## config.mk

```make
export PLATFORM = sky130hd
export DESIGN_NAME = lsb_first_bit_reader
export DESIGN_NICKNAME = d
export VERILOG_FILES = /design/src/rtl/lsbr_pkg.sv /design/src/rtl/lsbr_front.sv /design/src/rtl/lsbr_fifo.sv /design/src/rtl/lsbr_exec.sv /design/src/rtl/lsb_first_bit_reader.sv
export SDC_FILE = /design/constraint.sdc
export NUM_CORES = 1
export LEC_CHECK = 0
export ABC_AREA = 1
export BUFFER_PORTS_ARGS = -buffer_cell sky130_fd_sc_hd__buf_2
export CAP_MARGIN = 20
export CORE_ASPECT_RATIO = 0.6
export CORE_MARGIN = 2
export CORE_UTILIZATION = 25
export CTS_CLUSTER_DIAMETER = 50
export DETAILED_ROUTE_END_ITERATION = 7
export GPL_ROUTABILITY_DRIVEN = 0
export PLACE_DENSITY = 0.45
export SLEW_MARGIN = 20
export SYNTH_ARGS = -nofsm -noshare
export SYNTH_HDL_FRONTEND = slang
export SYNTH_SLANG_ARGS = --single-unit
```

## constraint.sdc

```tcl
create_clock -name clk_i -period 7.3 [get_ports clk_i]
set_input_delay 0.365 -clock clk_i [delete_from_list [all_inputs] [get_ports clk_i]]
set_output_delay 0.365 -clock clk_i [all_outputs]
set_load 0.02 [all_outputs]
```

## src/rtl/lsbr_pkg.sv

```systemverilog
`timescale 1ns / 1ps
// ----------------------------------------------------------------------------
// lsbr_pkg: shared types and constants for the LSB-first bit reader
// Request and response layouts, request codes and the internal command format.
// ----------------------------------------------------------------------------
package lsbr_pkg;

  localparam int unsigned BUFFER_BITS_DEF   = 64;
  localparam int unsigned MAX_READ_BITS_DEF = 32;
  localparam int unsigned QUEUE_DEPTH       = 2;
  localparam int unsigned DATA_W            = 32;
  localparam int unsigned HELD_W            = 7;
  localparam int unsigned COUNT_W           = 6;
  localparam int unsigned BYTE_W            = 8;

  localparam logic [2:0] REQ_PUSH  = 3'd0;
  localparam logic [2:0] REQ_READ  = 3'd1;
  localparam logic [2:0] REQ_PEEK  = 3'd2;
  localparam logic [2:0] REQ_ALIGN = 3'd3;
  localparam logic [2:0] REQ_CLEAR = 3'd4;

  typedef struct packed {
    logic [2:0]         req_type;
    logic [BYTE_W-1:0]  byte_in;
    logic [COUNT_W-1:0] bit_count;
  } lsbr_req_t;

  typedef struct packed {
    logic [DATA_W-1:0] data_out;
    logic [HELD_W-1:0] bits_held;
    logic              invalid;
    logic              push_refused;
  } lsbr_rsp_t;

  typedef enum logic [2:0] {
    OP_PUSH,
    OP_READ,
    OP_PEEK,
    OP_ALIGN,
    OP_CLEAR,
    OP_NOP
  } lsbr_op_e;

  typedef struct packed {
    lsbr_op_e           op;
    logic [BYTE_W-1:0]  byte_val;
    logic [COUNT_W-1:0] count;
  } lsbr_cmd_t;

endpackage

```

## src/rtl/lsbr_front.sv

```systemverilog
`timescale 1ns / 1ps
// ----------------------------------------------------------------------------
// lsbr_front: request decoder
// Maps the request code to an operation and saturates the bit count.
// ----------------------------------------------------------------------------
module lsbr_front #(
  parameter int unsigned MAX_READ_BITS = lsbr_pkg::MAX_READ_BITS_DEF
) (
  input  lsbr_pkg::lsbr_req_t req_i,
  output lsbr_pkg::lsbr_cmd_t cmd_o
);
  import lsbr_pkg::*;

  localparam logic [COUNT_W-1:0] CountMax = COUNT_W'(MAX_READ_BITS);

  always_comb begin
    cmd_o.byte_val = req_i.byte_in;
    cmd_o.count    = (req_i.bit_count > CountMax) ? CountMax : req_i.bit_count;
    unique case (req_i.req_type)
      REQ_PUSH:  cmd_o.op = OP_PUSH;
      REQ_READ:  cmd_o.op = OP_READ;
      REQ_PEEK:  cmd_o.op = OP_PEEK;
      REQ_ALIGN: cmd_o.op = OP_ALIGN;
      REQ_CLEAR: cmd_o.op = OP_CLEAR;
      default:   cmd_o.op = OP_NOP;
    endcase
  end

endmodule

```

## src/rtl/lsbr_fifo.sv

```systemverilog
`timescale 1ns / 1ps
// ----------------------------------------------------------------------------
// lsbr_fifo: small command queue
// Register-based FIFO between the decoder and the execution stage.
// ----------------------------------------------------------------------------
module lsbr_fifo #(
  parameter int unsigned WIDTH = 8,
  parameter int unsigned DEPTH = lsbr_pkg::QUEUE_DEPTH
) (
  input  logic             clk_i,
  input  logic             rst_ni,
  input  logic             push_i,
  input  logic [WIDTH-1:0] wdata_i,
  output logic             full_o,
  input  logic             pop_i,
  output logic [WIDTH-1:0] rdata_o,
  output logic             empty_o
);
  import lsbr_pkg::*;

  localparam int unsigned PtrW = (DEPTH > 1) ? $clog2(DEPTH) : 1;
  localparam int unsigned CntW = $clog2(DEPTH + 1);
  localparam logic [PtrW-1:0] PtrLast = PtrW'(DEPTH - 1);

  logic [WIDTH-1:0] mem_q [DEPTH];
  logic [PtrW-1:0]  wptr_q, wptr_d, rptr_q, rptr_d;
  logic [CntW-1:0]  cnt_q, cnt_d;
  logic             do_push, do_pop;

  assign full_o  = (cnt_q == CntW'(DEPTH));
  assign empty_o = (cnt_q == '0);
  assign do_push = push_i && !full_o;
  assign do_pop  = pop_i && !empty_o;
  assign rdata_o = mem_q[rptr_q];

  always_comb begin
    wptr_d = wptr_q;
    rptr_d = rptr_q;
    cnt_d  = cnt_q;
    if (do_push) begin
      wptr_d = (wptr_q == PtrLast) ? '0 : wptr_q + PtrW'(1);
    end
    if (do_pop) begin
      rptr_d = (rptr_q == PtrLast) ? '0 : rptr_q + PtrW'(1);
    end
    if (do_push && !do_pop) begin
      cnt_d = cnt_q + CntW'(1);
    end else if (do_pop && !do_push) begin
      cnt_d = cnt_q - CntW'(1);
    end
  end

  always_ff @(posedge clk_i or negedge rst_ni) begin
    if (!rst_ni) begin
      wptr_q <= '0;
      rptr_q <= '0;
      cnt_q  <= '0;
    end else begin
      wptr_q <= wptr_d;
      rptr_q <= rptr_d;
      cnt_q  <= cnt_d;
    end
  end

  always_ff @(posedge clk_i) begin
    if (do_push) begin
      mem_q[wptr_q] <= wdata_i;
    end
  end

endmodule

```

## src/rtl/lsbr_exec.sv

```systemverilog
`timescale 1ns / 1ps
// ----------------------------------------------------------------------------
// lsbr_exec: bit buffer and execution stage
// Holds the bit buffer, executes one command per cycle unless a response stalls, registers the response.
// ----------------------------------------------------------------------------
module lsbr_exec #(
  parameter int unsigned BUFFER_BITS = lsbr_pkg::BUFFER_BITS_DEF
) (
  input  logic                clk_i,
  input  logic                rst_ni,
  input  logic                cmd_valid_i,
  input  lsbr_pkg::lsbr_cmd_t cmd_i,
  output logic                cmd_ready_o,
  output logic                rsp_valid_o,
  input  logic                rsp_ready_i,
  output lsbr_pkg::lsbr_rsp_t rsp_o
);
  import lsbr_pkg::*;

  localparam int unsigned HeldW = $clog2(BUFFER_BITS + 1);
  localparam logic [HeldW-1:0] PushLimit = HeldW'(BUFFER_BITS - BYTE_W);

  logic [BUFFER_BITS-1:0] buf_q, buf_d;
  logic [HeldW-1:0]       held_q, held_d, count_ext;
  logic                   bad_q, bad_d;
  logic                   rsp_valid_q;
  lsbr_rsp_t              rsp_q, rsp_d;
  logic                   pop;
  logic [DATA_W-1:0]      mask, masked;
  logic                   refused;

  assign pop         = cmd_valid_i && (!rsp_valid_q || rsp_ready_i);
  assign cmd_ready_o = pop;
  assign rsp_valid_o = rsp_valid_q;
  assign rsp_o       = rsp_q;

  assign count_ext = HeldW'(cmd_i.count);
  assign mask      = (DATA_W'(1) << cmd_i.count) - DATA_W'(1);
  assign masked    = buf_q[DATA_W-1:0] & mask;

  always_comb begin
    buf_d   = buf_q;
    held_d  = held_q;
    bad_d   = bad_q;
    refused = 1'b0;
    rsp_d.data_out = '0;
    unique case (cmd_i.op)
      OP_PUSH: begin
        if (held_q > PushLimit) begin
          refused = 1'b1;
        end else begin
          buf_d  = buf_q | (BUFFER_BITS'(cmd_i.byte_val) << held_q);
          held_d = held_q + HeldW'(BYTE_W);
        end
      end
      OP_READ: begin
        if (held_q < count_ext) begin
          bad_d = 1'b1;
        end else begin
          rsp_d.data_out = masked;
          buf_d  = buf_q >> cmd_i.count;
          held_d = held_q - count_ext;
        end
      end
      OP_PEEK: begin
        rsp_d.data_out = masked;
      end
      OP_ALIGN: begin
        buf_d  = buf_q >> held_q[2:0];
        held_d = {held_q[HeldW-1:3], 3'b000};
      end
      OP_CLEAR: begin
        buf_d  = '0;
        held_d = '0;
        bad_d  = 1'b0;
      end
      default: ;
    endcase
    rsp_d.bits_held    = HELD_W'(held_d);
    rsp_d.invalid      = bad_d;
    rsp_d.push_refused = refused;
  end

  always_ff @(posedge clk_i or negedge rst_ni) begin
    if (!rst_ni) begin
      buf_q       <= '0;
      held_q      <= '0;
      bad_q       <= 1'b0;
      rsp_valid_q <= 1'b0;
    end else begin
      if (pop) begin
        buf_q  <= buf_d;
        held_q <= held_d;
        bad_q  <= bad_d;
      end
      if (pop) begin
        rsp_valid_q <= 1'b1;
      end else if (rsp_ready_i) begin
        rsp_valid_q <= 1'b0;
      end
    end
  end

  always_ff @(posedge clk_i) begin
    if (pop) begin
      rsp_q <= rsp_d;
    end
  end

`ifndef SYNTHESIS
  a_held_bound: assert property (@(posedge clk_i) disable iff (!rst_ni)
    held_q <= HeldW'(BUFFER_BITS))
    else $error("held count above buffer size");

  a_upper_zero: assert property (@(posedge clk_i) disable iff (!rst_ni)
    (buf_q >> held_q) == '0)
    else $error("buffer bits above held count are nonzero");

  a_bad_sticky: assert property (@(posedge clk_i) disable iff (!rst_ni)
    bad_q && !(pop && cmd_i.op == OP_CLEAR) |=> bad_q)
    else $error("invalid flag dropped without clear");

  a_push_grows: assert property (@(posedge clk_i) disable iff (!rst_ni)
    pop && cmd_i.op == OP_PUSH && held_q <= PushLimit
    |=> held_q == $past(held_q) + HeldW'(BYTE_W))
    else $error("accepted push did not add a byte");
`endif

endmodule

```

## src/rtl/lsb_first_bit_reader.sv

```systemverilog
`timescale 1ns / 1ps
// ----------------------------------------------------------------------------
// lsb_first_bit_reader: LSB-first bit reader for a DEFLATE front end
// Push bytes, read/peek up to 32 bits, align to byte, clear; one response each.
// ----------------------------------------------------------------------------
// Accepts one request per cycle while the queue is not full and returns one
// response per request, in order. A request is decoded on entry into a
// two-entry queue; the execution stage takes one command a cycle from it
// unless a response waits on rsp_ready_i, updating the buffer (barrel shift,
// mask and count update) into a response register after the queue register.
// The queue lets requests keep arriving while a response waits on rsp_ready_i.
module lsb_first_bit_reader #(
  parameter int unsigned BUFFER_BITS   = lsbr_pkg::BUFFER_BITS_DEF,
  parameter int unsigned MAX_READ_BITS = lsbr_pkg::MAX_READ_BITS_DEF
) (
  input  logic                clk_i,
  input  logic                rst_ni,
  input  logic                req_valid_i,
  output logic                req_ready_o,
  input  lsbr_pkg::lsbr_req_t req_i,
  output logic                rsp_valid_o,
  input  logic                rsp_ready_i,
  output lsbr_pkg::lsbr_rsp_t rsp_o
);
  import lsbr_pkg::*;

  localparam int unsigned CmdW = $bits(lsbr_cmd_t);

  lsbr_cmd_t cmd_in, cmd_out;
  logic      q_full, q_empty, q_pop;

  lsbr_front #(
    .MAX_READ_BITS(MAX_READ_BITS)
  ) u_front (
    .req_i(req_i),
    .cmd_o(cmd_in)
  );

  lsbr_fifo #(
    .WIDTH(CmdW),
    .DEPTH(QUEUE_DEPTH)
  ) u_fifo (
    .clk_i  (clk_i),
    .rst_ni (rst_ni),
    .push_i (req_valid_i),
    .wdata_i(cmd_in),
    .full_o (q_full),
    .pop_i  (q_pop),
    .rdata_o(cmd_out),
    .empty_o(q_empty)
  );

  assign req_ready_o = !q_full;

  lsbr_exec #(
    .BUFFER_BITS(BUFFER_BITS)
  ) u_exec (
    .clk_i      (clk_i),
    .rst_ni     (rst_ni),
    .cmd_valid_i(!q_empty),
    .cmd_i      (cmd_out),
    .cmd_ready_o(q_pop),
    .rsp_valid_o(rsp_valid_o),
    .rsp_ready_i(rsp_ready_i),
    .rsp_o      (rsp_o)
  );

endmodule

```

## Yosys cells after proc, flatten, opt, wreduce, memory -nomap -nowiden

Memories as Yosys holds them, arrays and structs flattened.
Cells that the tools add are included.

- Output and inout port bits: 43
- Memories: 1
- Input port bits: 21
- Memory bits (writable): 34
- Bits in read-only memories: 0
- Register bits: 118
- Latch bits: 0

- Multipliers: 0
- Div/mod/pow operators: 0
- Bitwise operators: 2
- $lt $le $gt $ge: 3
- Multiplexer cells: 21
- Shift-type cells: 4
- Add/subtract/negate cells: 7
- Reduce and logical (&&, ||, !) cells: 18
- Equal/unequal tests: 11

Memory list:

| name | depth | bits a word | read ports | clocked after Yosys merged registers in | write ports | RTL line | text |
|---|---|---|---|---|---|---|---|
| u_fifo.mem_q | 2 | 17 | 1 | 0 | 1 | lsbr_fifo.sv:25 | `logic [WIDTH-1:0] mem_q [DEPTH];` |

Operators with widths:

| kind | count |
|---|---|
| one-hot mux 64 bit (4 select lines) | 1 |
| two-way mux 64 bit | 2 |
| OR 64 bit | 1 |
| one-hot mux 32 bit (2 select lines) | 1 |
| left shift 8 x 7 -> 64 bit | 1 |
| >> shifter 64 x 3 -> 64 bit | 1 |
| >> shifter 64 x 6 -> 64 bit | 1 |
| bitwise AND 32 bit | 1 |
| two-way mux 32 bit | 1 |
| left shift 1 x 6 -> 32 bit (first input constant) | 1 |
| subtractor 32 x 2 -> 32 bit (second input constant) | 1 |
| one-hot mux 7 bit (4 select lines) | 1 |
| one-hot mux 3 bit (5 select lines) | 1 |
| two-way mux 7 bit | 2 |
| equality test 3 x 2 -> 1 bit (second input constant) | 4 |
| two-way mux 1 bit | 8 |
| adder 7 x 4 -> 7 bit (second input constant) | 1 |
| greater-than comparator 7 x 6 -> 1 bit (second input constant) | 1 |
| less-than comparator 7 x 6 -> 1 bit | 1 |
| subtractor 7 x 6 -> 7 bit | 1 |
| equality test 3 x 1 -> 1 bit (second input constant) | 2 |
| equality test 3 bit (second input constant) | 2 |
| greater-than comparator 6 bit (second input constant) | 1 |
| logical NOT 3 bit | 2 |
| other kinds (15) | 27 |

## Logic depth before layout (Yosys ltp)

- Depth in word-level cells: 7
- Mapped depth: 24

## Modules after synthesis

A second synthesis with hierarchy kept.

- Cell total of the unflattened synthesis: 2036
- Area, all modules: 12715.9 µm²

By module, submodules not included:

| module | instances | cells each | area an instance (µm²) |
|---|---|---|---|
| lsbr_exec | 1 | 1888 | 11098.1 |
| lsbr_fifo | 1 | 120 | 1473.9 |
| lsbr_front | 1 | 26 | 136.4 |
| lsb_first_bit_reader | 1 | 2 | 7.5 |

## Worst setup path before layout

Ideal clock, no wire load.

- Path type: reg2reg
- Start: register u_fifo.rptr_q
- End: register u_exec.buf_q[12]
- Setup slack: 4.523 ns
- Arrival: 2.660 ns
- Buffers on the path: 4
- Cell stages (with the launch flop): 23
- Cell sequence: dfrtp_1 > buf_6 > buf_4 > nand2_1 > o21ai_2 > ha_1 > nand3_1 > nand2_1 > nand2_1 > nand2_1 > nand2_1 > nand2_1 > nand2_1 > nand3_1 > inv_1 > nor2_1 > nand2_2 > inv_2 > nand2_2 > buf_4 > buf_4 > nand2_1 > nand2_1

- Cells in the longest elaborated chain, start to end: 5

Ends and longest elaborated chain:

| element | RTL line | text |
|---|---|---|
| start, declared | lsbr_fifo.sv:26 | `logic [PtrW-1:0] wptr_q, wptr_d, rptr_q, rptr_d;` |
| start signal, assigned | lsbr_fifo.sv:60 | `rptr_q <= rptr_d;` |
| memory (2 x 17 bit) (*) | n/a |  |
| parallel branches: the longest is 4 deep, another holds >> shifter 64 x 6 -> 64 bit | n/a |  |
| end signal, assigned | lsbr_exec.sv:92 | `buf_q <= buf_d;` |
| end, declared | lsbr_exec.sv:23 | `logic [BUFFER_BITS-1:0] buf_q, buf_d;` |

Every way passes the cells marked *. The select of a mux whose other input is x is not followed.
A chain may end at the register's enable or synchronous reset.

## Worst setup path in the final report

Ends and elaborated chain as after synthesis.

==> results.ini <==
[critical_path]
cp.depth = 16
slowest_delay_ps = 840
worst_ep_arrival_time_ps = 5470
end_kind = flip-flop
r2r_cells = 16
crit_slowest_cell = dfrtp_1
path_buf_inv = 4
crit_path_cell_trace = inv_2 > nand2_1 > nand2_4 > nand2_1 > nor2_2 > nand2_1 > o21ai_4 > buf_4 > inv_2 > buf_4 > nand3_1 > o21ai_1 > nand3_1 > nand3_1 > nand2_1 > nand2_1
path_class = reg2reg
critPathLaunchType = flip-flop
cp_max_fo = 43
crit_family = simple AND/OR/NAND/NOR gates
path_common_cell = nand2_1
required_ps = 7700

[synth]
yosysSeqAreaShare_pct = 32.7
ys_top_cells_by_area = nand3_1 20%, nand2_1 20%, edfxtp_1 18%
synth_top_flop_cell = dfrtp_1
syn_avg_cell_area_um2 = 6.37
synth_warnings = 0
synth_edf_count = 75
synth_largest_area_cell = nand3_1
synth_nets = 2036
synth_cell_types = 53
synth_top_area_share_pct = 20.5
synth-seq-cells = 152
syn_inst = 2005
syn-cell-area_um2 = 12800
async_reset_ff_share_pct = 50.7

[die]
start_util_pct = 25.2
rows = 64
fp.dieW_um = 296
core_area_um2 = 50700
io_pins = 64
die-area_um2 = 53000
dieHeight_um = 179

[grt]
grt_pass1_wl_um = 88300
grt_pass1_vias = 13151
grt_antenna_before_repair = 3
grt_util_all_layers_pct = 22.8
grt.overflow.total = 0
grt_start_max_net_pins = 67

[routing]
totalWireLength_um = 60000
ant_nets = 0
routedWlPerCell_um = 22.3
drtIter0Drc = 2308
firstDrtPassIters = 8
vias_per_cell = 5.46
drc = 0
num_vias = 14686

[clock_tree]
htreeDepth = 4
numClockSinks = 152
path_clk_slew_ps = 70
cts_made_buffers = 17
clock-root-buffer = clkbuf_16
clock_path_buffers = 2
cts_tree = built
clkLatencyLatePin_ps = 470

[placed_design]
dpl.hpwl_um = 45900
dp.cells = 2656
port_buffers = 63

[final_layout]
final_core_util_pct = 27.9
mostFrequentLayoutCells = 672 x nand2_1, 523 x nand3_1, 118 x inv_1
fillers = 5691
fin_cells = 2689
area_growth_syn_to_layout_pct = 10.6
final_common_cell = nand2_1
drive_gt1_share_pct = 8.17
fin_nets = 2014
diodes = 0

[flow_run]
maxCapViolCount = 0

[sta]
hold_viol_final = 0
finalSetupViolCount = 0
worstMarginPinSlew_ps = 1140
slew_violations = 0
setup_tns_ps = 0
grt_setup_unrepaired = false
layout_min_cycle_time_ps = 5070
max_freq_mhz = 197
clock_skew_ps = 12.1
maxSlewHeadroom_pct = 23.4
fin_crit_sh_pct = 69.5
holdWs_ps = 86.3

[min_path]
worst_hold_path.num_cells = 1
hp-class = in2reg

[status]
status = finished clean

==> worst paths after layout <==
| kind | start | to | slack, ps |
|---|---|---|---|
| worst max-delay path | u_fifo.rptr_q | u_exec.buf_q[12] | 2230 |
| worst min-delay path | req_i[10] | u_fifo.mem_q[1][10] | 90 |
| worst max register to register | u_fifo.rptr_q | u_exec.buf_q[12] | 2230 |
| worst min register to register | u_fifo.cnt_q[0] | u_fifo.cnt_q[0] | 480 |
| max in group asynchronous | rst_ni | u_exec.buf_q[53] | 5670 |
| min in group asynchronous | rst_ni | u_exec.buf_q[27] | 380 |
==> Yosys cell counts, drive strengths merged (17+ instances only) <==
cell    count
a21boi     17
dfrtp      77
nand3     524
clkbuf     53
edfxtp     75
nor3       24
inv       129
nand4      30
buf        72
nand2     689
a21oi      44
nor2      101
o21ai      80
==> sequential cells by signal, indices dropped and copies added (netlist names) <==
signal              flops
u_exec.buf_q           64
u_fifo.cnt_q            2
u_exec.bad_q            1
u_exec.rsp_valid_o      1
u_exec.rsp_o           41
u_fifo.mem_q           34
u_fifo.wptr_q           1
u_fifo.rptr_q           1
u_exec.held_q           7
==> kinds of logic after synthesis <==
kind of cell | synth area share, %
AO/OA/AOI/OAI | 9.08
XOR/XNOR | 0.754
adder cells (fa/ha/maj) | 1.04
buffers and inverters | 8.77
flip-flops | 32.7
AND/OR/NAND/NOR | 47.6
==> per-stage QoR <==
step	area (um^2)	setup WS, ps
after global routing	14100	1980
after floorplan	12800	4520
after detailed placement	13500	2410
final	14100	2230
after CTS	14100	2400
after global placement	13500	2430
==> area by class of cell <==
type                            count  area [um^2]  share of cell area, %
Inverter                          133          499                   3.53
Sequential cell                   152         4180                   29.6
Clock buffer                       19          433                   3.06
Timing Repair Buffer               84          478                   3.38
Multi-Input combinational cell   1595         7540                   53.3
Clock inverter                     13          134                  0.948
Tap cell                          693          867                   6.14
==> routing by layer <==
layer | global-route usage [%] | vias to the layer above | part of all wire [%]
met2 | 26.9 | 911 | 34
met5 | 2.16 | - | 0.37
met1 | 35.5 | 7000 | 49
met4 | 3.85 | 6 | 1.1
met3 | 10.6 | 49 | 16
li1 | - | 6720 | -
==> repair_timing <==
action	4_1_cts	5_1_grt
resized for setup	0	0
hold buffers	1	0
hold endpoints to repair	18	0
buffers inserted	0	0
setup endpoints to repair	0	0
Power is not shown: default switching activity piles up to over one toggle a cycle in this logic, so the estimate is an artifact.
